### config.mk
export PLATFORM = sky130hd
export DESIGN_NAME = ascii_integer_parser
export DESIGN_NICKNAME = d
export VERILOG_FILES = /design/src/hdl/acp_pkg.sv /design/src/hdl/ascii_integer_parser.sv /design/src/hdl/acp_classify.sv /design/src/hdl/acp_step.sv
export SDC_FILE = /design/constraint.sdc
export NUM_CORES = 1
export LEC_CHECK = 0
export ABC_AREA = 1
export BUFFER_PORTS_ARGS = -buffer_cell sky130_fd_sc_hd__buf_4
export CORE_MARGIN = 1
export CORE_UTILIZATION = 42
export CTS_CLUSTER_DIAMETER = 40
export DETAILED_ROUTE_END_ITERATION = 12
export PLACE_DENSITY = 0.69
export SLEW_MARGIN = 20
export SYNTH_ARGS = -nofsm -noshare
export SYNTH_HDL_FRONTEND = slang
export SYNTH_SLANG_ARGS = --single-unit
### constraint.sdc
create_clock -name i_clk -period 5.1 [get_ports i_clk]
set_clock_uncertainty 0.15 [all_clocks]
set_input_delay 1.02 -clock i_clk [delete_from_list [all_inputs] [get_ports i_clk]]
set_output_delay 1.02 -clock i_clk [all_outputs]
set_load 0.02 [all_outputs]
### src/hdl/acp_pkg.sv
// ----------------------------------------------------------------------------
// acp_pkg
// Shared types and character codes for the ASCII integer parser.
// ----------------------------------------------------------------------------
package acp_pkg;

    localparam int unsigned CHAR_W  = 8;
    localparam int unsigned VALUE_W = 32;
    localparam int unsigned DIGIT_W = 4;

    // Character codes that steer the parse.
    localparam logic [CHAR_W-1:0] CH_BLANK_MAX = 8'd32;
    localparam logic [CHAR_W-1:0] CH_PLUS      = 8'h2B;  // '+'
    localparam logic [CHAR_W-1:0] CH_MINUS     = 8'h2D;  // '-'
    localparam logic [CHAR_W-1:0] CH_QUOTE     = 8'h27;  // single quote
    localparam logic [CHAR_W-1:0] CH_ZERO      = 8'h30;  // '0'
    localparam logic [CHAR_W-1:0] CH_NINE      = 8'h39;  // '9'
    localparam logic [CHAR_W-1:0] CH_LOWER_A   = 8'h61;  // 'a'
    localparam logic [CHAR_W-1:0] CH_LOWER_F   = 8'h66;  // 'f'
    localparam logic [CHAR_W-1:0] CH_UPPER_A   = 8'h41;  // 'A'
    localparam logic [CHAR_W-1:0] CH_UPPER_F   = 8'h46;  // 'F'
    localparam logic [CHAR_W-1:0] CH_LOWER_X   = 8'h78;  // 'x'
    localparam logic [CHAR_W-1:0] CH_UPPER_X   = 8'h58;  // 'X'

    // Letters a-f and A-F carry their digit value as low nibble plus nine.
    localparam logic [DIGIT_W-1:0] HEX_LETTER_OFFSET = 4'd9;

    // Classification of one input byte.
    typedef struct packed {
        logic               blank;
        logic               plus;
        logic               minus;
        logic               zero;
        logic               quote;
        logic               x_letter;
        logic               dec_ok;
        logic               hex_ok;
        logic [DIGIT_W-1:0] digit;
    } t_char_class;

endpackage

### src/hdl/ascii_integer_parser.sv
// ----------------------------------------------------------------------------
// ascii_integer_parser
// Streaming text-to-integer parser with optional sign, hex prefix and quote.
// ----------------------------------------------------------------------------
// The block takes a text field one byte per transfer on the slave stream, with
// tlast on the final byte, and returns one signed 32-bit value per field on
// the master stream, sent for the transfer that carries tlast. Leading bytes
// of code 32 or less are skipped, one '+' or '-' may follow, then "0x"/"0X"
// selects hexadecimal, a quote yields the code of the byte after it, and any
// other body is read as decimal; the first invalid byte freezes the value and
// everything wraps modulo 2^32. One byte is accepted every clock cycle: each
// byte sits in an input register while the parse logic (a constant
// multiply-add on the accumulator) updates the state, and the result of a
// field lands in the output register once its last byte leaves the input
// register. The output register lets new bytes flow while a finished value
// waits; only a last byte whose result cannot be stored holds the input
// side.
module ascii_integer_parser (
    input  logic        i_clk,
    input  logic        i_rst_n,
    // Slave stream: one byte of text per transfer.
    input  logic        s_axis_tvalid,
    output logic        s_axis_tready,
    input  logic [7:0]  s_axis_tdata,   // [7:0] char_code
    input  logic        s_axis_tlast,   // last_char
    // Master stream: one parsed value per field.
    output logic        m_axis_tvalid,
    input  logic        m_axis_tready,
    output logic [31:0] m_axis_tdata    // [31:0] parsed_value
);

    // Input register.
    logic                         r_in_valid;
    logic [acp_pkg::CHAR_W-1:0]   r_in_char;
    logic                         r_in_last;

    // Output register.
    logic                         r_out_valid;
    logic [acp_pkg::VALUE_W-1:0]  r_out_data;

    logic                          out_free;
    logic                          step_fire;
    acp_pkg::t_char_class          char_class;
    logic signed [acp_pkg::VALUE_W-1:0] step_value;

    // A byte in the input register moves on unless it ends a field and the
    // output register still holds a value nobody has taken.
    assign out_free      = !r_out_valid || m_axis_tready;
    assign step_fire     = r_in_valid && (!r_in_last || out_free);
    assign s_axis_tready = !r_in_valid || step_fire;

    always_ff @(posedge i_clk) begin
        if (!i_rst_n) begin
            r_in_valid <= 1'b0;
        end else if (s_axis_tready) begin
            r_in_valid <= s_axis_tvalid;
        end
    end

    always_ff @(posedge i_clk) begin
        if (s_axis_tready && s_axis_tvalid) begin
            r_in_char <= s_axis_tdata;
            r_in_last <= s_axis_tlast;
        end
    end

    acp_classify u_classify (
        .i_char  (r_in_char),
        .o_class (char_class)
    );

    acp_step u_step (
        .i_clk   (i_clk),
        .i_rst_n (i_rst_n),
        .i_fire  (step_fire),
        .i_last  (r_in_last),
        .i_char  (r_in_char),
        .i_class (char_class),
        .o_value (step_value)
    );

    // The value of a field is captured when its last byte is processed.
    always_ff @(posedge i_clk) begin
        if (!i_rst_n) begin
            r_out_valid <= 1'b0;
        end else if (step_fire && r_in_last) begin
            r_out_valid <= 1'b1;
        end else if (m_axis_tready) begin
            r_out_valid <= 1'b0;
        end
    end

    always_ff @(posedge i_clk) begin
        if (step_fire && r_in_last) begin
            r_out_data <= step_value;
        end
    end

    assign m_axis_tvalid = r_out_valid;
    assign m_axis_tdata  = r_out_data;

    // An empty input register always takes a byte.
    a_empty_ready : assert property (@(posedge i_clk) disable iff (!i_rst_n)
        !r_in_valid |-> s_axis_tready)
        else $error("input register empty but not ready");

    // Processing a last byte always produces a result on the next cycle.
    a_last_gives_result : assert property (@(posedge i_clk) disable iff (!i_rst_n)
        (step_fire && r_in_last) |=> r_out_valid)
        else $error("last byte processed without a result");

    // A last byte is held while the output register is full and stalled.
    a_no_overwrite : assert property (@(posedge i_clk) disable iff (!i_rst_n)
        (r_in_valid && r_in_last && r_out_valid && !m_axis_tready)
            |-> (!step_fire && !s_axis_tready))
        else $error("pending result would be overwritten");

    // A stalled result keeps its value.
    a_result_held : assert property (@(posedge i_clk) disable iff (!i_rst_n)
        (r_out_valid && !m_axis_tready) |=> (r_out_valid && $stable(r_out_data)))
        else $error("stalled result changed");

endmodule

### src/hdl/acp_classify.sv
// ----------------------------------------------------------------------------
// acp_classify
// Decodes one byte into the character classes and digit value the parser uses.
// ----------------------------------------------------------------------------
module acp_classify (
    input  logic [acp_pkg::CHAR_W-1:0] i_char,
    output acp_pkg::t_char_class       o_class
);

    logic is_dec;
    logic is_lower_hex;
    logic is_upper_hex;

    assign is_dec       = (i_char >= acp_pkg::CH_ZERO)    && (i_char <= acp_pkg::CH_NINE);
    assign is_lower_hex = (i_char >= acp_pkg::CH_LOWER_A) && (i_char <= acp_pkg::CH_LOWER_F);
    assign is_upper_hex = (i_char >= acp_pkg::CH_UPPER_A) && (i_char <= acp_pkg::CH_UPPER_F);

    always_comb begin
        o_class.blank    = (i_char <= acp_pkg::CH_BLANK_MAX);
        o_class.plus     = (i_char == acp_pkg::CH_PLUS);
        o_class.minus    = (i_char == acp_pkg::CH_MINUS);
        o_class.zero     = (i_char == acp_pkg::CH_ZERO);
        o_class.quote    = (i_char == acp_pkg::CH_QUOTE);
        o_class.x_letter = (i_char == acp_pkg::CH_LOWER_X) || (i_char == acp_pkg::CH_UPPER_X);
        o_class.dec_ok   = is_dec;
        o_class.hex_ok   = is_dec || is_lower_hex || is_upper_hex;
        // Valid for decimal digits and hex letters alike; ignored otherwise.
        if (is_dec) begin
            o_class.digit = i_char[acp_pkg::DIGIT_W-1:0];
        end else begin
            o_class.digit = i_char[acp_pkg::DIGIT_W-1:0] + acp_pkg::HEX_LETTER_OFFSET;
        end
    end

endmodule

### src/hdl/acp_step.sv
// ----------------------------------------------------------------------------
// acp_step
// Parse state machine: phase, sign and accumulator, advanced once per byte.
// ----------------------------------------------------------------------------
module acp_step (
    input  logic                              i_clk,
    input  logic                              i_rst_n,
    input  logic                              i_fire,
    input  logic                              i_last,
    input  logic [acp_pkg::CHAR_W-1:0]        i_char,
    input  acp_pkg::t_char_class              i_class,
    output logic signed [acp_pkg::VALUE_W-1:0] o_value
);

    typedef enum logic [2:0] {
        PH_SKIP,
        PH_SIGNED,
        PH_ZERO,
        PH_HEX,
        PH_QUOTE,
        PH_DEC,
        PH_FROZEN
    } t_phase;

    t_phase                      r_phase, n_phase;
    logic                        r_neg, n_neg;
    logic [acp_pkg::VALUE_W-1:0] r_acc, n_acc;

    // The accumulator carries the signed value directly: once a minus sign is
    // taken every digit is subtracted, which equals negating at the end.
    logic [acp_pkg::VALUE_W-1:0] digit_ext;
    logic [acp_pkg::VALUE_W-1:0] digit_term;
    logic [acp_pkg::VALUE_W-1:0] char_ext;
    logic [acp_pkg::VALUE_W-1:0] char_term;
    logic [acp_pkg::VALUE_W-1:0] acc_x10;
    logic [acp_pkg::VALUE_W-1:0] acc_x16;

    assign digit_ext  = {{(acp_pkg::VALUE_W-acp_pkg::DIGIT_W){1'b0}}, i_class.digit};
    assign digit_term = r_neg ? ({acp_pkg::VALUE_W{1'b0}} - digit_ext) : digit_ext;
    assign char_ext   = {{(acp_pkg::VALUE_W-acp_pkg::CHAR_W){1'b0}}, i_char};
    assign char_term  = r_neg ? ({acp_pkg::VALUE_W{1'b0}} - char_ext) : char_ext;
    assign acc_x10    = (r_acc << 3) + (r_acc << 1);
    assign acc_x16    = r_acc << 4;

    always_comb begin
        n_phase = r_phase;
        n_neg   = r_neg;
        n_acc   = r_acc;
        case (r_phase)
            PH_SKIP, PH_SIGNED: begin
                if ((r_phase == PH_SKIP) && i_class.blank) begin
                    n_phase = PH_SKIP;
                end else if ((r_phase == PH_SKIP) && i_class.minus) begin
                    n_neg   = 1'b1;
                    n_phase = PH_SIGNED;
                end else if ((r_phase == PH_SKIP) && i_class.plus) begin
                    n_phase = PH_SIGNED;
                end else begin
                    // First byte of the body.
                    n_acc = '0;
                    if (i_class.zero) begin
                        n_phase = PH_ZERO;
                    end else if (i_class.quote) begin
                        n_phase = PH_QUOTE;
                    end else if (i_class.dec_ok) begin
                        n_acc   = digit_term;
                        n_phase = PH_DEC;
                    end else begin
                        n_phase = PH_FROZEN;
                    end
                end
            end
            PH_ZERO, PH_DEC: begin
                if ((r_phase == PH_ZERO) && i_class.x_letter) begin
                    n_acc   = '0;
                    n_phase = PH_HEX;
                end else if (i_class.dec_ok) begin
                    n_acc   = acc_x10 + digit_term;
                    n_phase = PH_DEC;
                end else begin
                    n_phase = PH_FROZEN;
                end
            end
            PH_HEX: begin
                if (i_class.hex_ok) begin
                    n_acc = acc_x16 + digit_term;
                end else begin
                    n_phase = PH_FROZEN;
                end
            end
            PH_QUOTE: begin
                n_acc   = char_term;
                n_phase = PH_FROZEN;
            end
            default: begin
                n_phase = PH_FROZEN;
            end
        endcase
    end

    assign o_value = n_acc;

    always_ff @(posedge i_clk) begin
        if (!i_rst_n) begin
            r_phase <= PH_SKIP;
            r_neg   <= 1'b0;
            r_acc   <= '0;
        end else if (i_fire) begin
            if (i_last) begin
                r_phase <= PH_SKIP;
                r_neg   <= 1'b0;
                r_acc   <= '0;
            end else begin
                r_phase <= n_phase;
                r_neg   <= n_neg;
                r_acc   <= n_acc;
            end
        end
    end

endmodule
==> results of run 1 <==
-- where the power goes --
| part | switching, mW | internal [mW] | total (mW) |
|---|---|---|---|
| sequential | 0.0124 | 0.683 | 0.695 |
| clock | 0.294 | 0.332 | 0.626 |
| combinational | 0.111 | 0.0513 | 0.162 |
-- through the flow --
step	util, %	cells	worst slack [ps]	hold WS [ps]
after floorplan	-	1353	-113	308
after global placement	47.5	1658	223	325
after detailed placement	47.5	1658	174	333
after CTS	48.8	1674	150	343
after global routing	49.2	1679	-19.5	373
final	49.2	1679	302	343
-- worst register-to-register path: stages, from the launching register on --
cell and delay (ps):
edfxtp_1 440, ha_2 200, inv_2 80, nand3_4 90, nand3_4 120, inv_2 70, ha_4 280, ha_4 130
nand3_2 70, o21ai_2 210, clkinvlp_4 170, buf_4 170, buf_4 230, ha_1 330, fa_1 490, nand2_1 110
nand3_1 160, nand2_1 100, nand2_1 120, or2_2 310, nand3_1 130, o21ai_1 90, nand3b_1 180, o21a_1 120
-- registers in the layout, summed over array words and instances, names as in the netlist --
name	cells
m_axis_tvalid	1
u_step.r_neg	1
r_in_last	1
r_in_valid	1
u_step.r_phase	3
u_step.r_acc	32
r_in_char	8
m_axis_tdata	32
-- cells in the final DEF (no fill, tap or decap), types with 13 or more instances in the layout --
master | Yosys | layout
nor3_1 | 18 | 16
fa_1 | 30 | 29
edfxtp_1 | 41 | 41
nand2_1 | 432 | 424
buf_4 | 2 | 62
nor2_1 | 142 | 139
a21oi_1 | 117 | 113
o21ai_0 | 75 | 70
inv_1 | 127 | 121
inv_2 | 12 | 17
nand4_1 | 24 | 24
ha_1 | 65 | 51
ha_4 | 0 | 13
dfxtp_1 | 38 | 38
nand3_1 | 103 | 99
-- cells in the mapped netlist (7+ instances only) --
library cell and number:
edfxtp_1 41, inv_2 12, nand3b_1 7, buf_2 8
a21oi_1 117, nand4_1 24, nor2_1 142, nand3_1 103
clkbuf_1 10, o21ai_0 75, nand2_1 432, o21bai_1 9
ha_1 65, inv_1 127, fa_1 30, nor3_1 18
dfxtp_1 38
-- layout make-up --
class                           count  area, um2
Clock buffer                       10        229
Clock inverter                      6       42.5
Fill cell                        2085      10300
Inverter                          140        532
Multi-Input combinational cell   1111       6410
Sequential cell                    79       1990
Tap cell                          270        338
Timing Repair Buffer               63        477
-- worst max path at each step --
stage,slack [ps],depth (start not counted),startpoint,end
3_5_place_dp,170,26,r_in_char[0],m_axis_tdata[23]
3_3_place_gp,220,23,r_in_char[0],u_step.r_acc[24]
2_1_floorplan,-110,26,r_in_char[0],m_axis_tdata[23]
5_1_grt,-20,24,r_in_char[1],m_axis_tdata[18]
6_report,300,23,r_in_char[0],m_axis_tdata[14]
4_1_cts,150,25,r_in_char[0],u_step.r_acc[24]
-- what timing repair did --
action                     4_1_cts  5_1_grt
resized for setup                0        7
buffers inserted                 0        5
setup endpoints to repair        0       38
-- routing by layer --
layer | up-vias | GRT usage, % | routed length [um]
met5 | - | 0 | 0
li1 | 4610 | - | -
met4 | 0 | 7.08 | 450
met3 | 32 | 4.44 | 2470
met1 | 4438 | 41.8 | 14300
met2 | 375 | 42.7 | 12700
-- cells by family (layout without fill, tap and decap cells) --
family	count (synthesis)	count (layout)	share of synthesized area [%]
adders and majority gates	95	95	16.1
AOI/OAI and AO/OA	241	241	15.1
DFF	79	79	22.7
xor gates and xnor gates	11	11	1.19
and+or+nand+nor	764	764	37.5
buffers and inverters	163	219	7.30
==> results.json, run 1 <==
{
  "outcome": "finished clean",
  "synthFlopType": "edfxtp_1",
  "crit_required_ps": 5070,
  "cts_hold_buf": 0,
  "start_util_pct": 43.0,
  "row_count": 52,
  "drtIter0Drc": 782,
  "antenna_left": 0,
  "p_leak_nw": 4.53,
  "die_x_um": 146,
  "die_y_um": 146,
  "firstDrtPassIters": 5,
  "cts-root-buf": "clkbuf_16",
  "fin_area_mm2": 0.0100,
  "cts.sinks": 79,
  "hpwl_mm": 23.7,
  "hold_class": "flip-flop to flip-flop",
  "power_density_mw_per_mm2": 148,
  "min_to": "u_step.r_acc[31]",
  "worstPathArrival_ps": 4770,
  "wl_mm": 29.9,
  "yosysWarnings": 0,
  "placed_area_mm2": 0.00967,
  "grt_util_all_layers_pct": 28.3,
  "min_period_ps": 4800,
  "cts_tree": "built",
  "port_buffers": 46,
  "ys_seq_elements": 79,
  "min_path_cells": 2,
  "fmax_mhz": 208,
  "grt_max_degree": 38,
  "clk_pin_slew_ps": 70,
  "crit_buf_inv": 5,
  "cpLargestDelayFamily": "adder cells",
  "critPathCaptureType": "flip-flop",
  "startpoint_type": "flip-flop",
  "grt_pass1_wl_mm": 47.4,
  "cp_slowest_cell": "fa_1",
  "path_cells": "ha_2 > inv_2 > nand3_4 > nand3_4 > inv_2 > ha_4 > ha_4 > nand3_2 > o21ai_2 > clkinvlp_4 > buf_4 > buf_4 > ha_1 > fa_1 > nand2_1 > nand3_1 > nand2_1 > nand2_1 > or2_2 > nand3_1 > o21ai_1 > nand3b_1 > o21a_1",
  "drv_slew": 0,
  "synth.distinct_cells": 50,
  "async_reset_ff_share_pct": 0,
  "drive_gt1_share_pct": 11.8,
  "antenna_cells": 0,
  "synthCells": 1353,
  "syn_nets": 1461,
  "tightest_slew_ps": 1140,
  "antenna_found_initial": 0,
  "placeableCoreArea_mm2": 0.0204,
  "r2r_start": "r_in_char[0]",
  "grt_overflow": 0,
  "reg2reg_slack_ps": 300,
  "fin_crit_sh_pct": 94.1,
  "timing.rr.end": "m_axis_tdata[14]",
  "cts_max_path_buffers": 2,
  "netlist.area_leader.share_pct": 18.5,
  "cpMostUsedCell": "nand2_1",
  "slowest_delay_ps": 490,
  "slew_headroom_pct": 23.7,
  "cts-buffers-inserted": 9,
  "gp_congestion": 0.966,
  "avgSynthCellArea_um2": 6.48,
  "synth_area_leaders": "nand2_1 19%, edfxtp_1 14%, ha_1 9.3%, dfxtp_1 8.7%, fa_1 6.9%",
  "synth_edf_count": 41,
  "hold_viol": 0,
  "hold_path_startpoint": "u_step.r_acc[31]",
  "reg2reg_depth": 23,
  "dr_total_vias": 9455,
  "path_class": "flip-flop to flip-flop",
  "io_pins": 47,
  "area_delta_synth_final_pct": 14.4,
  "tns_ps": 0,
  "critical_path.max_fanout": 28,
  "power_mw": 1.48,
  "final_nets": 1512,
  "cap_violations": 0,
  "clkLatencyLatePin_ps": 360,
  "avgRoutedWirePerCell_um": 17.8,
  "setup_viol": 0,
  "cts_max_level": 3,
  "dieArea_mm2": 0.0214,
  "max-vdd-ir-drop_uv": 124,
  "ys_seq_area_share_pct": 22.7,
  "grt_pass1_vias": 8797,
  "drc": 0,
  "netlist_area_mm2": 0.00876,
  "via_per_inst": 5.63,
  "synth_top_cell_by_area": "nand2_1"
}
No activity file was read; power rests on OpenSTA's default activity.
==> run 2, diff against run 1 <==
--- a/config.mk
+++ b/config.mk
@@ -11,8 +11,10 @@
 export CORE_UTILIZATION = 42
 export CTS_CLUSTER_DIAMETER = 40
 export DETAILED_ROUTE_END_ITERATION = 12
-export PLACE_DENSITY = 0.69
+export GPL_TIMING_DRIVEN = 0
+export PLACE_DENSITY = 0.68
 export SLEW_MARGIN = 20
 export SYNTH_ARGS = -nofsm -noshare
 export SYNTH_HDL_FRONTEND = slang
+export SYNTH_HIERARCHICAL = 1
 export SYNTH_SLANG_ARGS = --single-unit
==> run 2 against run 1 <==
Register-to-register slack worse by 100 ps; routed wire length is 18% higher; synthesized area is 15% higher; clock-buffer cell count is 1 lower; non-clock buffer count is 32 higher; synthesized cell count is 24% higher; combinational power is 18% higher.
==> results.json, run 2 <==
{
  "clkLatencyLatePin_ps": 350,
  "via_per_inst": 5.46,
  "synthCells": 1672,
  "port_buffers": 46,
  "antenna_cells": 0,
  "cpMostUsedCell": "nand2_1",
  "slew_headroom_pct": 46.4,
  "ys_seq_elements": 79,
  "final_core_util_pct": 48.9,
  "grt_util_all_layers_pct": 29.1,
  "row_count": 56,
  "hpwl_mm": 28.2,
  "drv_slew": 0,
  "async_reset_ff_share_pct": 0,
  "fin_area_mm2": 0.0115,
  "io_pins": 47,
  "nFillCells": 2479,
  "die_x_um": 157,
  "syn_nets": 1779,
  "netlist_area_mm2": 0.0101,
  "crit_required_ps": 5170,
  "dr_total_vias": 11300,
  "synth_area_leaders": "nand2_1 22%, edfxtp_1 12%, inv_1 9.5%, ha_1 8.0%, dfxtp_1 7.6%",
  "antenna_left": 0,
  "grt_pass1_wl_mm": 54.4,
  "path_class": "flip-flop to flip-flop",
  "avgSynthCellArea_um2": 6.02,
  "antenna_found_initial": 0,
  "cp_slowest_cell": "edfxtp_1",
  "yosysWarnings": 6,
  "layout_common_cells": "576 x nand2_1, 252 x inv_1, 136 x a21oi_1, 125 x nand3_1, 104 x nor2_1",
  "setup_slack_ps": 201,
  "synthTopCellsByCount": "581 x nand2_1, 255 x inv_1, 144 x a21oi_1",
  "die_y_um": 157,
  "avgRoutedWirePerCell_um": 17.2,
  "p_leak_nw": 5.64,
  "synth_edf_count": 41,
  "area_delta_synth_final_pct": 13.9,
  "start_util_pct": 42.9,
  "netlist.area_leader.share_pct": 21.7,
  "max-vdd-ir-drop_uv": 149,
  "grt_overflow": 0,
  "cts.sinks": 79,
  "synth.distinct_cells": 53,
  "tns_ps": 0,
  "drc": 0,
  "wl_mm": 35.4,
  "final_nets": 1845,
  "gp_congestion": 0.975,
  "cts-root-buf": "clkbuf_16",
  "min_period_ps": 4900,
  "synth_top_cell_by_area": "nand2_1",
  "slowest_delay_ps": 510,
  "placed_area_mm2": 0.0109,
  "worstPathArrival_ps": 4970,
  "critical_path.max_fanout": 28,
  "synth_most_common_cell": "nand2_1",
  "setup_viol": 0,
  "synthFlopType": "edfxtp_1",
  "dieArea_mm2": 0.0246,
  "cap_violations": 0,
  "startpoint_type": "flip-flop",
  "mostFrequentLayoutCell": "nand2_1",
  "fin_crit_sh_pct": 96.1,
  "clk_pin_slew_ps": 70,
  "critPathCaptureType": "flip-flop",
  "hold_viol": 0,
  "placeableCoreArea_mm2": 0.0235,
  "ys_seq_area_share_pct": 19.8,
  "cts-buffers-inserted": 9,
  "hold_class": "flip-flop to flip-flop",
  "drive_gt1_share_pct": 9.64,
  "grt_pass1_vias": 10200,
  "cts_max_level": 3,
  "fmax_mhz": 204,
  "outcome": "finished clean",
  "tightest_slew_ps": 804,
  "dp_slack_ps": -1020,
  "grt_max_degree": 29,
  "cts_hold_buf": 0,
  "firstDrtPassIters": 5,
  "cts_tree": "built",
  "drtIter0Drc": 987,
  "power_density_mw_per_mm2": 142,
  "holdWs_ps": 353,
  "cts_max_path_buffers": 2
}
## run 2: cell types whose count changed in the layout (fill, tap and decap cells not counted), moves of 9 or more
cell / previous run / this run
a21oi_1: 113 / 136
inv_2: 17 / 6
inv_1: 121 / 252
nor2_2: 3 / 12
nor2_1: 139 / 104
nand3_1: 99 / 125
clkbuf_1: 1 / 26
nand2_1: 424 / 576
## run 2: layout make-up
cell class | instances | area, um2 | share of cell area (%)
plain buffers | 41 | 216 | 1.89
clock buffers | 9 | 225 | 1.96
clock inverters | 7 | 104 | 0.906
inverters | 265 | 1000 | 8.75
multi-input cells | 1287 | 7090 | 61.8
flip-flops and latches | 79 | 1990 | 17.4
well taps | 319 | 399 | 3.48
repair buffers | 54 | 430 | 3.75
repair inverters | 1 | 7.51 | 0.0655
## run 2: critical path, delay by kind of cell, from the launching register on
kind                     cells  cell delay, ps
AO/OA/AOI/OAI                4             580
adder cells (fa/ha/maj)      4            1170
buffers and inverters        5             670
flip-flops                   1             510
AND/OR/NAND/NOR             13            1680
## run 2: power by group
| part | internal, mW | switching, mW |
|---|---|---|
| clock | 0.436 | 0.306 |
| sequential | 0.679 | 0.0117 |
| combinational | 0.0561 | 0.135 |
## run 2: logic make-up (layout without fill, tap and decap cells)
kind of cell	Yosys count	count (layout)	synth area share, %
and+or+nand+nor	910	910	38.4
buffers and inverters	306	377	12.1
AOI/OAI and AO/OA	277	277	15.3
adders and majority gates	94	94	13.9
DFF	79	79	19.8
xor gates and xnor gates	6	6	0.522
## run 2: layer usage
metal	track usage, %	wire length, um
met3	2.44	2290
met2	48.8	16300
met4	14.5	1730
met5	0	0
met1	37.5	15100
## run 2: final timing paths
path	from	endpoint	slack, ps	depth (start not counted)
min	u_step/r_acc[31]	u_step/r_acc[31]	350	2
min reg2reg	u_step/r_acc[31]	u_step/r_acc[31]	350	2
max	r_in_char[1]	u_step/r_acc[12]	200	26
max reg2reg	r_in_char[1]	u_step/r_acc[12]	200	26
## run 2: repair_timing
action                                  CTS  global route
endpoints found under the setup margin   56            47
setup buffers                             3             3
cloned                                    1             0
resized for setup                         3            48
pin swaps                                 1             2
## run 2: metrics by stage
| step | power (mW) | instances |
|---|---|---|
| 2_1_floorplan | 0.818 | 1672 |
| 3_3_place_gp | 0.884 | 2037 |
| 3_5_place_dp | 0.888 | 2039 |
| 4_1_cts | 1.62 | 2059 |
| 5_1_grt | 1.66 | 2062 |
| 6_report | 1.62 | 2062 |
==> run 3, diff against run 2 <==
--- a/config.mk
+++ b/config.mk
@@ -8,11 +8,11 @@
 export ABC_AREA = 1
 export BUFFER_PORTS_ARGS = -buffer_cell sky130_fd_sc_hd__buf_4
 export CORE_MARGIN = 1
-export CORE_UTILIZATION = 42
+export CORE_UTILIZATION = 35
 export CTS_CLUSTER_DIAMETER = 40
 export DETAILED_ROUTE_END_ITERATION = 12
 export GPL_TIMING_DRIVEN = 0
-export PLACE_DENSITY = 0.68
+export PLACE_DENSITY = 0.6
 export SLEW_MARGIN = 20
 export SYNTH_ARGS = -nofsm -noshare
 export SYNTH_HDL_FRONTEND = slang
==> run 3 against run 2 <==
Setup slack improved by 55 ps; sequential share of layout area fell by 0.23 points; maximum frequency rose by 1.1%; sequential power barely moved; critical path depth fell by 3; die area rose by 20%; final cell count rose by 3.2%; non-clock buffer count rose by 7; first-iteration DRC count fell by 7.9%; worst hold slack improved by 14 ps; via count fell by 0.80%; largest cell class unchanged.
==> results.json, run 3 (same netlist as run 2, synthesis figures left out) <==
{
  "outcome": "finished clean",
  "path_class": "flip-flop to flip-flop",
  "startpoint_type": "flip-flop",
  "mostFrequentLayoutCell": "nand2_1",
  "grt_overflow": 0,
  "setup_viol": 0,
  "p_leak_nw": 5.68,
  "critical_path.max_fanout": 22,
  "min_to": "u_step/r_acc[31]",
  "fmax_mhz": 206,
  "die_y_um": 172,
  "antenna_left": 0,
  "critPathCaptureType": "flip-flop",
  "worstPathArrival_ps": 4740,
  "r2r_start": "r_in_char[0]",
  "setup_slack_ps": 256,
  "max-vdd-ir-drop_uv": 119,
  "clk_pin_slew_ps": 70,
  "fin_crit_sh_pct": 95.0,
  "min_path_cells": 2,
  "cts-root-buf": "clkbuf_16",
  "die_x_um": 172,
  "cts_hold_buf": 0,
  "final_cells": 2127,
  "final_nets": 1851,
  "grt_pass1_vias": 10300,
  "slew_headroom_pct": 47.3,
  "area_delta_synth_final_pct": 15.4,
  "cts_tree": "built",
  "placedCellCount": 2099,
  "gp_congestion": 0.946,
  "start_util_pct": 35.9,
  "io_pins": 47,
  "dp_slack_ps": -484,
  "port_buffers": 46,
  "hold_viol": 0,
  "layout_common_cells": "566 x nand2_1, 252 x inv_1, 134 x a21oi_1, 124 x nand3_1, 105 x nor2_1",
  "cap_violations": 0,
  "clkLatencyLatePin_ps": 350,
  "hold_path_startpoint": "u_step/r_acc[31]",
  "tightest_slew_ps": 791,
  "cts-buffers-inserted": 9,
  "hold_class": "flip-flop to flip-flop",
  "grt_max_degree": 28,
  "wl_mm": 35.3,
  "antenna_cells": 0,
  "drive_gt1_share_pct": 10.6,
  "timing.rr.end": "m_axis_tdata[10]",
  "dieArea_mm2": 0.0295,
  "drc": 0,
  "grt_util_all_layers_pct": 24.5,
  "grt_pass1_wl_mm": 54.9,
  "cts.sinks": 79,
  "crit_required_ps": 5000,
  "firstDrtPassIters": 5,
  "drtIter0Drc": 909,
  "avgRoutedWirePerCell_um": 16.6,
  "placeableCoreArea_mm2": 0.0280,
  "via_per_inst": 5.25,
  "power_density_mw_per_mm2": 133,
  "reg2reg_depth": 23,
  "min_period_ps": 4840,
  "antenna_found_initial": 1,
  "dr_total_vias": 11200,
  "reg2reg_slack_ps": 260,
  "hpwl_mm": 28.4,
  "cts_max_path_buffers": 2,
  "drv_slew": 0,
  "row_count": 61,
  "cts_max_level": 3
}
run 3: layout make-up:
type / count / area (um2)
clock inverters: 6 / 61.3
flip-flops and latches: 79 / 1990
inverters: 265 / 1000
fillers: 2998 / 16400
plain buffers: 41 / 216
well taps: 378 / 473
clock buffers: 10 / 229
repair buffers: 61 / 495
multi-input cells: 1287 / 7150
run 3: metal layers:
| metal | track usage, % | vias up | part of all wire (%) |
|---|---|---|---|
| met2 | 40.5 | 401 | 46 |
| met3 | 3.08 | 110 | 6.0 |
| li1 | - | 5556 | - |
| met4 | 11.6 | 2 | 4.8 |
| met5 | 0 | - | 0.037 |
| met1 | 31.4 | 5097 | 43 |
run 3: report_power, final:
part / switching (mW) / internal, mW
registers: 0.0111 / 0.679
logic: 0.136 / 0.0581
clock network: 0.284 / 0.378
run 3: worst max path at each step:
| stage | from | to | slack (ps) |
|---|---|---|---|
| 6_report | r_in_char[0] | m_axis_tdata[10] | 260 |
| 5_1_grt | r_in_char[0] | u_step/r_acc[26] | -60 |
| 4_1_cts | r_in_char[1] | m_axis_tdata[13] | 6 |
| 3_5_place_dp | r_in_char[0] | u_step/r_acc[18] | -480 |
| 3_3_place_gp | r_in_char[0] | u_step/r_acc[18] | -1510 |
| 2_1_floorplan | r_in_char[0] | m_axis_tdata[15] | 7 |
run 3: worst max-delay path, cell delays in order, from the launching register on:
cell	delay, ps
edfxtp_1	430
buf_4	160
ha_1	200
nor2_1	150
nand2_2	110
nand4_1	100
nand2_1	100
inv_2	100
ha_2	190
nand2_2	80
o21ai_4	280
clkinvlp_4	190
buf_12	190
fa_1	520
ha_2	310
nand3_1	130
nand3_4	130
nand2_1	80
nand3_1	130
or2_2	300
nand3_1	150
o21ai_0	110
nand2_1	100
a22oi_1	130
run 3: per-stage QoR:
step | util [%] | hold slack [ps] | cell area (um2) | TNS [ps] | power, mW
floorplan | - | 322 | 10100 | 0 | 0.818
global placement | 38.9 | 342 | 10900 | -70960 | 0.885
detailed placement | 39.1 | 351 | 11000 | -13320 | 0.888
CTS | 40.3 | 361 | 11300 | 0 | 1.55
global route | 41.5 | 404 | 11600 | -128 | 1.60
finish | 41.5 | 367 | 11600 | 0 | 1.55
run 3: repair_timing:
action	CTS	global route
resized for setup	6	66
setup buffers	3	9
cloned	0	0
pin swaps	0	7
endpoints found under the setup margin	53	52
